--- src/design/msce_pkg.sv ---
// Shared types, constants and the cell segment table of the marching squares edge block.
// Used by msce_scan, msce_emit and marching_squares_contour_edges.
package msce_pkg;

    // Largest image the line store and counters are built for
    localparam int MAX_WIDTH  = 1024;
    localparam int MAX_HEIGHT = 1024;
    localparam int MAX_DIM    = (MAX_WIDTH > MAX_HEIGHT) ? MAX_WIDTH : MAX_HEIGHT;

    // Field widths fixed by the interface
    localparam int DIM_W      = 11;
    localparam int COORD_W    = 13;
    localparam int CFG_IDX_W  = 2;
    localparam int IN_TDATA_W  = 8;
    localparam int OUT_TDATA_W = 56;

    // Counter and line store address widths
    localparam int CNT_W  = $clog2(MAX_DIM + 1);
    localparam int ADDR_W = $clog2(MAX_WIDTH);

    // Register indexes on the config port
    localparam logic [CFG_IDX_W-1:0] REG_GRID_WIDTH  = CFG_IDX_W'(0);
    localparam logic [CFG_IDX_W-1:0] REG_GRID_HEIGHT = CFG_IDX_W'(1);

    // Cell edge midpoints
    localparam logic [1:0] VTX_A = 2'd0; // bottom
    localparam logic [1:0] VTX_B = 2'd1; // right
    localparam logic [1:0] VTX_C = 2'd2; // top
    localparam logic [1:0] VTX_D = 2'd3; // left

    typedef struct packed {
        logic [1:0] from_v;
        logic [1:0] to_v;
    } seg_t;

    typedef struct packed {
        logic [1:0] count;
        seg_t       first;
        seg_t       second;
    } cell_segs_t;

    // One scanned position handed from the scan stage to the emit stage
    typedef struct packed {
        logic [CNT_W-1:0] col;
        logic [CNT_W-1:0] row;
        logic             here;      // top-right corner, padding already masked
        logic             left;      // top-left corner, masked in column 0
        logic             above_ok;  // bottom-right corner may be read from line store
        logic             corner_ok; // bottom-left corner may be used
    } scan_item_t;

    typedef struct packed {
        logic signed [COORD_W-1:0] end_y;
        logic signed [COORD_W-1:0] end_x;
        logic signed [COORD_W-1:0] start_y;
        logic signed [COORD_W-1:0] start_x;
    } seg_coord_t;

    // Corner code to directed segments, filled side on the left
    function automatic cell_segs_t cell_lookup(input logic [3:0] code);
        cell_segs_t s;
        s = '0;
        case (code)
            4'd1:  s = '{2'd1, '{VTX_A, VTX_D}, '{VTX_A, VTX_A}};
            4'd2:  s = '{2'd1, '{VTX_B, VTX_A}, '{VTX_A, VTX_A}};
            4'd3:  s = '{2'd1, '{VTX_B, VTX_D}, '{VTX_A, VTX_A}};
            4'd4:  s = '{2'd1, '{VTX_C, VTX_B}, '{VTX_A, VTX_A}};
            4'd5:  s = '{2'd2, '{VTX_A, VTX_B}, '{VTX_C, VTX_D}};
            4'd6:  s = '{2'd1, '{VTX_C, VTX_A}, '{VTX_A, VTX_A}};
            4'd7:  s = '{2'd1, '{VTX_C, VTX_D}, '{VTX_A, VTX_A}};
            4'd8:  s = '{2'd1, '{VTX_D, VTX_C}, '{VTX_A, VTX_A}};
            4'd9:  s = '{2'd1, '{VTX_A, VTX_C}, '{VTX_A, VTX_A}};
            4'd10: s = '{2'd2, '{VTX_D, VTX_A}, '{VTX_B, VTX_C}};
            4'd11: s = '{2'd1, '{VTX_B, VTX_C}, '{VTX_A, VTX_A}};
            4'd12: s = '{2'd1, '{VTX_D, VTX_B}, '{VTX_A, VTX_A}};
            4'd13: s = '{2'd1, '{VTX_A, VTX_B}, '{VTX_A, VTX_A}};
            4'd14: s = '{2'd1, '{VTX_D, VTX_A}, '{VTX_A, VTX_A}};
            default: s = '0; // empty or full cell
        endcase
        return s;
    endfunction

endpackage

--- src/design/msce_scan.sv ---
// Scan stage: config registers, raster counters, line store of the previous row.
// Depends on msce_pkg.
module msce_scan (
    input  logic                               clk,
    input  logic                               rst_n,
    input  logic                               s_tvalid,
    output logic                               s_tready,
    input  logic [msce_pkg::IN_TDATA_W-1:0]    s_tdata,
    input  logic                               cfg_valid,
    output logic                               cfg_ready,
    input  logic [msce_pkg::CFG_IDX_W-1:0]     cfg_index,
    input  logic [msce_pkg::DIM_W-1:0]         cfg_data,
    output msce_pkg::scan_item_t               item,
    output logic                               item_valid,
    output logic                               above_bit,
    input  logic                               retire
);
    import msce_pkg::*;

    logic [DIM_W-1:0]  grid_width_reg;
    logic [DIM_W-1:0]  grid_height_reg;
    logic [CNT_W-1:0]  w_eff;
    logic [CNT_W-1:0]  h_eff;
    logic [CNT_W-1:0]  col_reg;
    logic [CNT_W-1:0]  row_reg;
    logic [CNT_W-1:0]  col_next;
    logic [CNT_W-1:0]  row_next;
    logic [CNT_W-1:0]  fill_reg;   // entries [0, fill) written since reset
    logic              left_bit_reg;
    logic              in_col;
    logic              in_row;
    logic              accept;
    logic              here;
    scan_item_t        item_reg;
    scan_item_t        item_next;
    logic              item_valid_reg;
    logic              line_mem [MAX_WIDTH];
    logic              rd_reg;
    logic [ADDR_W-1:0] addr;

    // Config writes land at once
    assign cfg_ready = 1'b1;

    always_ff @(posedge clk or negedge rst_n)
    begin
        if (!rst_n)
        begin
            grid_width_reg  <= DIM_W'(1024);
            grid_height_reg <= DIM_W'(1024);
        end
        else if (cfg_valid)
        begin
            if (cfg_index == REG_GRID_WIDTH)
                grid_width_reg <= cfg_data;
            else if (cfg_index == REG_GRID_HEIGHT)
                grid_height_reg <= cfg_data;
        end
    end

    // Clamp dimensions: zero acts as one, oversize acts as the maximum
    always_comb
    begin
        if (grid_width_reg == '0)
            w_eff = CNT_W'(1);
        else if (int'(grid_width_reg) > MAX_WIDTH)
            w_eff = CNT_W'(MAX_WIDTH);
        else
            w_eff = CNT_W'(grid_width_reg);

        if (grid_height_reg == '0)
            h_eff = CNT_W'(1);
        else if (int'(grid_height_reg) > MAX_HEIGHT)
            h_eff = CNT_W'(MAX_HEIGHT);
        else
            h_eff = CNT_W'(grid_height_reg);
    end

    // Handshake: the stage register frees when the emit side retires it
    assign s_tready = !item_valid_reg || retire;
    assign accept   = s_tvalid && s_tready;

    assign in_col = col_reg < w_eff;
    assign in_row = row_reg < h_eff;
    assign here   = in_col && in_row && s_tdata[0];
    assign addr   = col_reg[ADDR_W-1:0];

    // Raster position advance
    always_comb
    begin
        if (!in_col)
        begin
            col_next = '0;
            row_next = in_row ? row_reg + CNT_W'(1) : '0;
        end
        else
        begin
            col_next = col_reg + CNT_W'(1);
            row_next = row_reg;
        end
    end

    always_comb
    begin
        item_next.col       = col_reg;
        item_next.row       = row_reg;
        item_next.here      = here;
        item_next.left      = (col_reg != '0) && left_bit_reg;
        item_next.above_ok  = in_col && (row_reg != '0) && (col_reg < fill_reg);
        item_next.corner_ok = (col_reg != '0) && (row_reg != '0);
    end

    // Control state
    always_ff @(posedge clk or negedge rst_n)
    begin
        if (!rst_n)
        begin
            col_reg        <= '0;
            row_reg        <= '0;
            fill_reg       <= '0;
            left_bit_reg   <= 1'b0;
            item_valid_reg <= 1'b0;
        end
        else
        begin
            if (accept)
            begin
                col_reg      <= col_next;
                row_reg      <= row_next;
                left_bit_reg <= here;
                if (in_col && (col_reg >= fill_reg))
                    fill_reg <= col_reg + CNT_W'(1);
            end
            if (accept)
                item_valid_reg <= 1'b1;
            else if (retire)
                item_valid_reg <= 1'b0;
        end
    end

    // Stage payload
    always_ff @(posedge clk)
    begin
        if (accept)
            item_reg <= item_next;
    end

    // Line store: read-first, so the read sees the row above
    always_ff @(posedge clk)
    begin
        if (accept)
        begin
            rd_reg <= line_mem[addr];
            if (in_col)
                line_mem[addr] <= here;
        end
    end

    assign item       = item_reg;
    assign item_valid = item_valid_reg;
    assign above_bit  = rd_reg;

    a_fill_bound: assert property (@(posedge clk) disable iff (!rst_n)
        int'(fill_reg) <= MAX_WIDTH)
        else $error("line store fill count beyond depth");

    a_col_bound: assert property (@(posedge clk) disable iff (!rst_n)
        int'(col_reg) <= MAX_WIDTH)
        else $error("column counter beyond padded width");

    a_stage_hold: assert property (@(posedge clk) disable iff (!rst_n)
        item_valid_reg && !retire |=> item_valid_reg && $stable(item_reg) && $stable(rd_reg))
        else $error("stage word changed while stalled");

endmodule

--- src/design/msce_emit.sv ---
// Emit stage: corner code, segment table lookup, one word per cycle to a free output register.
// Depends on msce_pkg.
module msce_emit (
    input  logic                                clk,
    input  logic                                rst_n,
    input  msce_pkg::scan_item_t                item,
    input  logic                                item_valid,
    input  logic                                above_bit,
    output logic                                retire,
    output logic                                m_tvalid,
    input  logic                                m_tready,
    output logic [msce_pkg::OUT_TDATA_W-1:0]    m_tdata,
    output logic                                m_tlast
);
    import msce_pkg::*;

    logic                      left_above_reg;
    logic                      seg_idx_reg;
    logic                      out_valid_reg;
    logic                      out_last_reg;
    seg_coord_t                out_seg_reg;
    seg_coord_t                seg_next;
    logic                      p1;
    logic                      p2;
    logic [3:0]                code;
    cell_segs_t                segs;
    seg_t                      cur;
    logic                      is_last;
    logic                      out_free;
    logic                      emit_fire;
    logic signed [COORD_W-1:0] cx;
    logic signed [COORD_W-1:0] ry;

    function automatic logic signed [COORD_W-1:0] vtx_x(input logic [1:0] v,
                                                        input logic signed [COORD_W-1:0] x);
        logic signed [COORD_W-1:0] r;
        r = x;
        case (v)
            VTX_A:   r = x - COORD_W'(1);
            VTX_B:   r = x;
            VTX_C:   r = x - COORD_W'(1);
            default: r = x - COORD_W'(2);
        endcase
        return r;
    endfunction

    function automatic logic signed [COORD_W-1:0] vtx_y(input logic [1:0] v,
                                                        input logic signed [COORD_W-1:0] y);
        logic signed [COORD_W-1:0] r;
        r = y;
        case (v)
            VTX_A:   r = y - COORD_W'(2);
            VTX_B:   r = y - COORD_W'(1);
            VTX_C:   r = y;
            default: r = y - COORD_W'(1);
        endcase
        return r;
    endfunction

    // Corner code: bit0 bottom-left, bit1 bottom-right, bit2 top-right, bit3 top-left
    assign p2   = item.above_ok && above_bit;
    assign p1   = item.corner_ok && left_above_reg;
    assign code = {item.left, item.here, p2, p1};
    assign segs = cell_lookup(code);
    assign cur  = seg_idx_reg ? segs.second : segs.first;

    assign is_last   = (segs.count == 2'd1) || seg_idx_reg;
    assign out_free  = !out_valid_reg || m_tready;
    assign emit_fire = item_valid && (segs.count != 2'd0) && out_free;
    assign retire    = item_valid && ((segs.count == 2'd0) || (out_free && is_last));

    // Half-pixel coordinates, wrapped to the field width
    assign cx = COORD_W'({item.col, 1'b0});
    assign ry = COORD_W'({item.row, 1'b0});

    always_comb
    begin
        seg_next.start_x = vtx_x(cur.from_v, cx);
        seg_next.start_y = vtx_y(cur.from_v, ry);
        seg_next.end_x   = vtx_x(cur.to_v, cx);
        seg_next.end_y   = vtx_y(cur.to_v, ry);
    end

    // Segment sequencing and output word valid
    always_ff @(posedge clk or negedge rst_n)
    begin
        if (!rst_n)
        begin
            left_above_reg <= 1'b0;
            seg_idx_reg    <= 1'b0;
            out_valid_reg  <= 1'b0;
        end
        else
        begin
            if (retire)
                left_above_reg <= p2;
            if (emit_fire)
                seg_idx_reg <= !is_last;
            if (emit_fire)
                out_valid_reg <= 1'b1;
            else if (m_tready)
                out_valid_reg <= 1'b0;
        end
    end

    // Output word payload
    always_ff @(posedge clk)
    begin
        if (emit_fire)
        begin
            out_seg_reg  <= seg_next;
            out_last_reg <= is_last;
        end
    end

    assign m_tvalid = out_valid_reg;
    assign m_tdata  = OUT_TDATA_W'(out_seg_reg);
    assign m_tlast  = out_last_reg;

    a_idx_needs_item: assert property (@(posedge clk) disable iff (!rst_n)
        seg_idx_reg |-> item_valid)
        else $error("second segment pending without a stage word");

    a_idx_saddle: assert property (@(posedge clk) disable iff (!rst_n)
        seg_idx_reg |-> segs.count == 2'd2)
        else $error("second segment pending on a non-saddle cell");

    a_retire_sends: assert property (@(posedge clk) disable iff (!rst_n)
        retire && (segs.count != 2'd0) |-> emit_fire && is_last)
        else $error("cell retired before its last segment went out");

    a_nonzero_seg: assert property (@(posedge clk) disable iff (!rst_n)
        out_valid_reg |-> (out_seg_reg.start_x != out_seg_reg.end_x)
                          || (out_seg_reg.start_y != out_seg_reg.end_y))
        else $error("degenerate segment in output word");

endmodule

--- src/design/marching_squares_contour_edges.sv ---
// A mask word is registered in the scan stage, its segment words in the output register.
// Throughput: one mask word per cycle unless the output stalls; a saddle cell holds the
// input for its second segment word, as the single output register takes one per cycle.
// Reset: rst_n clears counters, fill count of the line store and grid size (1024 x 1024);
// the line store is not swept, entries past the fill count read as empty. Top level.
module marching_squares_contour_edges (
    input  logic                               clk,
    input  logic                               rst_n,
    input  logic                               s_tvalid,
    output logic                               s_tready,
    input  logic [msce_pkg::IN_TDATA_W-1:0]    s_tdata,   // [0] filled, [7:1] zero
    output logic                               m_tvalid,
    input  logic                               m_tready,
    output logic [msce_pkg::OUT_TDATA_W-1:0]   m_tdata,   // start_x, start_y, end_x, end_y
    output logic                               m_tlast,   // last_of_run
    input  logic                               cfg_valid,
    output logic                               cfg_ready,
    input  logic [msce_pkg::CFG_IDX_W-1:0]     cfg_index,
    input  logic [msce_pkg::DIM_W-1:0]         cfg_data
);
    import msce_pkg::*;

    scan_item_t item;
    logic       item_valid;
    logic       above_bit;
    logic       retire;

    // Raster scan and line store
    msce_scan u_scan (
        .clk        (clk),
        .rst_n      (rst_n),
        .s_tvalid   (s_tvalid),
        .s_tready   (s_tready),
        .s_tdata    (s_tdata),
        .cfg_valid  (cfg_valid),
        .cfg_ready  (cfg_ready),
        .cfg_index  (cfg_index),
        .cfg_data   (cfg_data),
        .item       (item),
        .item_valid (item_valid),
        .above_bit  (above_bit),
        .retire     (retire)
    );

    // Cell code and segment output
    msce_emit u_emit (
        .clk        (clk),
        .rst_n      (rst_n),
        .item       (item),
        .item_valid (item_valid),
        .above_bit  (above_bit),
        .retire     (retire),
        .m_tvalid   (m_tvalid),
        .m_tready   (m_tready),
        .m_tdata    (m_tdata),
        .m_tlast    (m_tlast)
    );

endmodule

--- config.mk ---
export PLATFORM = sky130hd
export DESIGN_NAME = marching_squares_contour_edges
export DESIGN_NICKNAME = d
export VERILOG_FILES = /design/src/design/msce_pkg.sv /design/src/design/msce_scan.sv /design/src/design/msce_emit.sv /design/src/design/marching_squares_contour_edges.sv
export SDC_FILE = /design/constraint.sdc
export NUM_CORES = 2
export LEC_CHECK = 0
export ABC_AREA = 1
export BUFFER_PORTS_ARGS = -buffer_cell sky130_fd_sc_hd__buf_4
export CAP_MARGIN = 20
export CORE_MARGIN = 2
export CORE_UTILIZATION = 39
export CTS_CLUSTER_SIZE = 12
export DETAILED_ROUTE_END_ITERATION = 16
export PLACE_DENSITY_LB_ADDON = 0.12
export SYNTH_ARGS = -nofsm -noshare
export SYNTH_HDL_FRONTEND = slang
export SYNTH_SLANG_ARGS = --single-unit
--- constraint.sdc ---
create_clock -name clk -period 45.2 [get_ports clk]
set_clock_uncertainty 0.15 [all_clocks]
set_input_delay 2.26 -clock clk [delete_from_list [all_inputs] [get_ports clk]]
set_output_delay 2.26 -clock clk [all_outputs]
set_load 0.1 [all_outputs]
* Word level (Yosys, flattened, before mapping)
Memories as Yosys holds them, arrays and structs flattened. A register that Yosys moved wholly into a read port is not among the register bits. Index checks and enable logic that the tools add are counted.
Storage, ports and cells: memory bits (writable) 1024, memory bits (read-only) 160, logic and storage cells 99, output and inout port bits 60, memories 2, input port bits 26, bits in registers 139
Cells by class: multiplexer cells 18, bitwise gates (word level) 2, order comparisons 6, reduce and logical (&&, ||, !) cells 38, $add $sub $neg 6, equal/unequal tests 6
Memories:
- u_scan.line_mem | words 1024, width 1, read ports 1, clocked after memory_dff 1, write ports 1, RTL line msce_scan.sv:37 | logic line_mem [MAX_WIDTH];
- (name not given) | words 16, width 10, read ports 1, clocked after memory_dff 0, write ports 0, RTL line msce_pkg.sv:63 | case (code)
Operators with widths (count):
- $pmux 13 s2 | 4
- $mux 11 | 6
- $lt 11x11->1 | 3
- $sub 12x1->13 const B | 2
- $sub 12x2->13 const B | 2
- $add 11x1->11 const B | 2
- $gt 11x11->1 const B | 2
- $logic_not 11->1 | 2
- $reduce_bool 11->1 | 2
- $logic_and 1x1->1 | 14
- $ge 11x11->1 | 1
- $eq 2x1->1 const B | 4
- $logic_not 2->1 | 4
- $mux 1 | 7
- $reduce_and 2->1 | 3
- $reduce_bool 2->1 | 3
- $eq 2x2->1 const B | 2
- $logic_or 1x1->1 | 4
- $mux 4 | 1
- $reduce_or 2->1 | 2
- $logic_not 1->1 | 3
- $reduce_and 3->1 | 1
- $not 1->1 | 2

* Longest topological paths before layout
An unclocked memory read counts as a cell.
depth after elaboration 11, gate-level depth with buffers 18, gate-level depth less buffers 17

* By module
Synthesis repeated with hierarchy kept, for this count alone.
Second synthesis, totals: cell total of the unflattened synthesis 6172, area, all modules 55366.9 sq um
By module, submodules not included:
- msce_scan | instances 1, seq. area each 32989.1 sq um, area an instance 52298.9 sq um, cells each 5825
- msce_emit | instances 1, seq. area each 1666.6 sq um, area an instance 3067.9 sq um, cells each 347

* Least setup slack after synthesis
OpenSTA, ideal clock, no wires.
path type register to register, start point reg u_scan.grid_width_reg[1], end point reg u_scan.item_reg, in the netlist u_scan.item[3] (data pin), stages on the path, launching flop included 14, setup time 7.772 ns, path slack -2.996 ns, buffers on the path 0, data arrival time 40.274 ns, period minus slack after synthesis 48.196 ns, data required time 37.278 ns, path through dfrtp_1 -> or2_1 -> nor3_2 -> nand2_1 -> nand2_2 -> nand2_1 -> ha_1 -> a21oi_1 -> o21ai_0 -> nand2_1 -> o211ai_1 -> inv_2 -> nand2_4 -> nor3_1
Between the ends: longest elaborated chain between the ends 6, elaborated cells between the ends (all ways) 7, those cells by class 2 x order compare; 2 x mux; 3 x reduce/logical
Ends and longest elaborated chain:
- start, declared | RTL line msce_scan.sv:20 | logic [DIM_W-1:0] grid_width_reg;
- start signal, assigned | RTL line msce_scan.sv:54 | grid_width_reg <= cfg_data;
- $gt 11x11->1 | RTL line msce_scan.sv:65 | else if (int'(grid_width_reg) > MAX_WIDTH)
- $mux 11 | RTL line msce_scan.sv:65
- $mux 11 (*) | RTL line msce_scan.sv:63 | if (grid_width_reg == '0)
- $lt 11x11->1 (*) | RTL line msce_scan.sv:82 | assign in_col = col_reg < w_eff;
- $logic_and 1x1->1 (*) (2 in a row) | RTL line msce_scan.sv:84 | assign here = in_col && in_row && s_tdata[0];
- net u_scan.here | RTL line msce_scan.sv:33 | logic here;
- end signal, assigned | RTL line msce_scan.sv:144 | item_reg <= item_next;
- end, declared | RTL line msce_scan.sv:34 | scan_item_t item_reg;
Mark *: on every way through the listed nets, which the timed path passes. The rest lies on a longest branch. A chain may end at the register's enable or synchronous reset.

* Worst setup path in the final report
start point reg u_scan.grid_height_reg[1], end point mem u_scan.line_mem[519] (data pin)
Between the ends: longest elaborated chain between the ends 6, elaborated cells between the ends (all ways) 7, those cells by class 2 x order compare; 2 x mux; 3 x reduce/logical
Ends and longest elaborated chain:
- start, declared | RTL line msce_scan.sv:21 | logic [DIM_W-1:0] grid_height_reg;
- start signal, assigned | RTL line msce_scan.sv:56 | grid_height_reg <= cfg_data;
- $gt 11x11->1 | RTL line msce_scan.sv:72 | else if (int'(grid_height_reg) > MAX_HEIGHT)
- $mux 11 | RTL line msce_scan.sv:72
- $mux 11 (*) | RTL line msce_scan.sv:70 | if (grid_height_reg == '0)
- $lt 11x11->1 (*) | RTL line msce_scan.sv:83 | assign in_row = row_reg < h_eff;
- $logic_and 1x1->1 (*) (2 in a row) | RTL line msce_scan.sv:84
- net u_scan.here | RTL line msce_scan.sv:33
- end, declared | RTL line msce_scan.sv:37
Marked as above.

==> out/summary.txt <==
Pre-CTS setup slack = 39.34 ns
Worst hold stages = 2
RSZ-0062 raised after global routing = no
Hold-fix buffer count after cts = 0
FILL cells = 13900
Cells after Synth = 6056
DP Area = 57100 µm²
Slew Limit Fails = 0
Multi-input gate area = 17500 µm²
CP max FO = 248
Number of global-route vias before repair = 38300
Max Cap Viol = 0
CTS tree = done
WL per Instance = 21.6 µm
Mapped Area = 55000 µm²
Endpoints failing setup = 0
# port buffers = 73
Least-Margin Pin Slew = 1.23 ns
I/O Pins = 86
Sequential-to-total area share from yosys stat = 0.630
Clk Latency, worst-skew pair = 0.76 ns
Ys async rst share = 0.0515
Count of final hold-check violations = 0
Most frequent cells in the layout = nand2_1 (1786), nor2_1 (1246), edfxtp_1 (1104), o21ai_0 (397), nor3_1 (378)
Share of cells above drive strength 1 = 0.0674
Full die area = 144000 µm²
Status = finished, final reports clean
Relative slew slack = 0.181
Area growth from synthesis to layout = 11.8%
Peak supply drop = 77.2 µV
Final worst path period share = 0.129
Crit path DAT = 6.05 ns
DP HPWL = 82.3 mm
Crit path capture type = flop
Worst Path Class, Setup = flop to flop
Worst Setup Start Kind = flop
Via density = 5.21
HP Start = u_scan.fill_reg[8]
Largest net degree at the start of global routing = 249
Final-stage net count = 5974
Detail Route Antenna Nets = 0
Reg2reg path depth = 14
Final Cell Area = 61500 µm²
H-tree depth = 4
GRT overflow = 0
Avg Synthesized Cell Area = 9.09 µm²
Netlist cell types = 39
Setup TNS = 0 ns
All-Layer GR Usage = 0.232
Reg2Reg Capture Point = u_scan.line_mem[519]
Initial antenna violation count = 4
# rows = 137
Largest register FFs = 1024
EDFF count, synth = 1104
Sequential Area = 34700 µm²
Final WL = 170 mm
DRT iter0 DRCs = 4136
Setup ws final = 39.39 ns
Clk pin slew, worst setup/hold paths = 0.06 ns
First-pass GRT wire length = 251 mm
Post-cts resize count = 0
F_max = 0.172 GHz
CTS Buf Count = 135
Synth Register Bits = 1164
Main synth FF type = edfxtp_1
Maximum clock path buffer count = 3
Via count = 41000
Minimum clock period = 5.81 ns
Die width = 380 µm
Reg-to-reg startpoint = u_scan.grid_height_reg[1]
Pleak = 0.0232 µW
Hold WS = 0.328 ns
Required @ worst endpoint = 45.44 ns
Die height = 380 µm
Hold Path Sink = u_scan.fill_reg[8]
Pwr dens = 68.2 nW/µm²
Post-CTS Setup Bufs = 0
Clock Sinks = 1164
Most common cell after layout, fill and taps aside = nand2_1
Routability Congestion = 0.784
Hold crit path type = flop to flop
Clock Tree Root = clkbuf_16
# DRC = 0
Synth warn = 0
R2r setup slk = 39.39 ns
Core Area = 140000 µm²
DR pass1 iterations = 5
Initial Util = 0.394
through the flow:
step / util / instances / total power, µW
2_1_floorplan: - / 6059 / 2790
3_3_place_gp: 0.408 / 7632 / 3180
3_5_place_dp: 0.409 / 7637 / 3180
4_1_cts: 0.438 / 7872 / 4220
5_1_grt: 0.440 / 7884 / 4410
6_report: 0.440 / 7884 / 4190
layer usage:
metal / routed length [µm] / global-route usage
met5: 0 / 0
met2: 78900 / 0.375
met3: 9690 / 0.0298
met1: 77400 / 0.329
met4: 4050 / 0.0619
cell usage after synthesis (all sizes together) (2+ instances only):
cell	instances	area [µm²]
clkbuf	352	1320
o21bai	2	15.0
o21a	2	15.0
conb	2	7.51
nand2	1823	6890
ha	39	488
dfrtp	58	1450
inv	329	1230
nor2	1255	4730
xnor2	12	105
edfxtp	1104	33200
a21oi	21	105
dfstp	2	52.6
o21ai	397	1990
xor2	27	236
nand4	10	75.1
buf	96	523
nor3	380	1910
o211ai	3	22.5
or2	7	43.8
nor4	5	31.3
nand3	119	596
clkinv	5	18.8
layout make-up:
type | instances | share of cell area
well taps | 1876 | 0.0382
clock buffers | 190 | 0.0612
clock inverters | 45 | 0.00537
flip-flops and latches | 1164 | 0.563
diodes | 1 | 0.0000407
multi-input cells | 4113 | 0.285
inverters | 334 | 0.0206
repair buffers | 161 | 0.0262
kinds of logic (layout without fill, tap and decap cells):
family,count (synthesis),count (layout),share of synthesized area
compound gates,428,428,0.0394
xor+xnor,39,39,0.00621
fa+ha+maj,39,39,0.00887
buf+inv,782,730,0.0563
flops,1164,1164,0.630
other cells,2,6,0.000136
simple gates,3602,3602,0.260
power breakdown:
part	leakage [µW]	switching [µW]	internal (µW)	total, µW
registers	0.0108	57.8	1470	1530
clock network	0.00200	438	596	1030
logic	0.0104	1300	331	1630
worst max-delay path, stage by stage, from the launching register on:
cell and delay (ns):
dfrtp_1 0.41, or2_2 0.30, nor3_1 0.27, nand2_1 0.08, nand2_1 0.20, nand2_1 0.09, ha_1 0.30, a21oi_1 0.14
o21ai_0 0.10, nand4_1 0.10, nand3_1 0.28, nor3_4 0.25, buf_12 0.65, buf_12 0.62, buf_4 0.97
worst max path at each step:
stage / from / to / depth (start not counted)
2_1_floorplan: s_tdata[0] / u_scan.item[3] / 2
3_3_place_gp: s_tdata[0] / u_scan.line_mem[472] / 6
3_5_place_dp: s_tdata[0] / u_scan.line_mem[472] / 6
4_1_cts: u_scan.grid_height_reg[1] / u_scan.line_mem[1009] / 14
5_1_grt: u_scan.grid_height_reg[1] / u_scan.line_mem[889] / 14
6_report: u_scan.grid_height_reg[1] / u_scan.line_mem[519] / 14
Note: power is estimated with default switching activity, not from simulation.
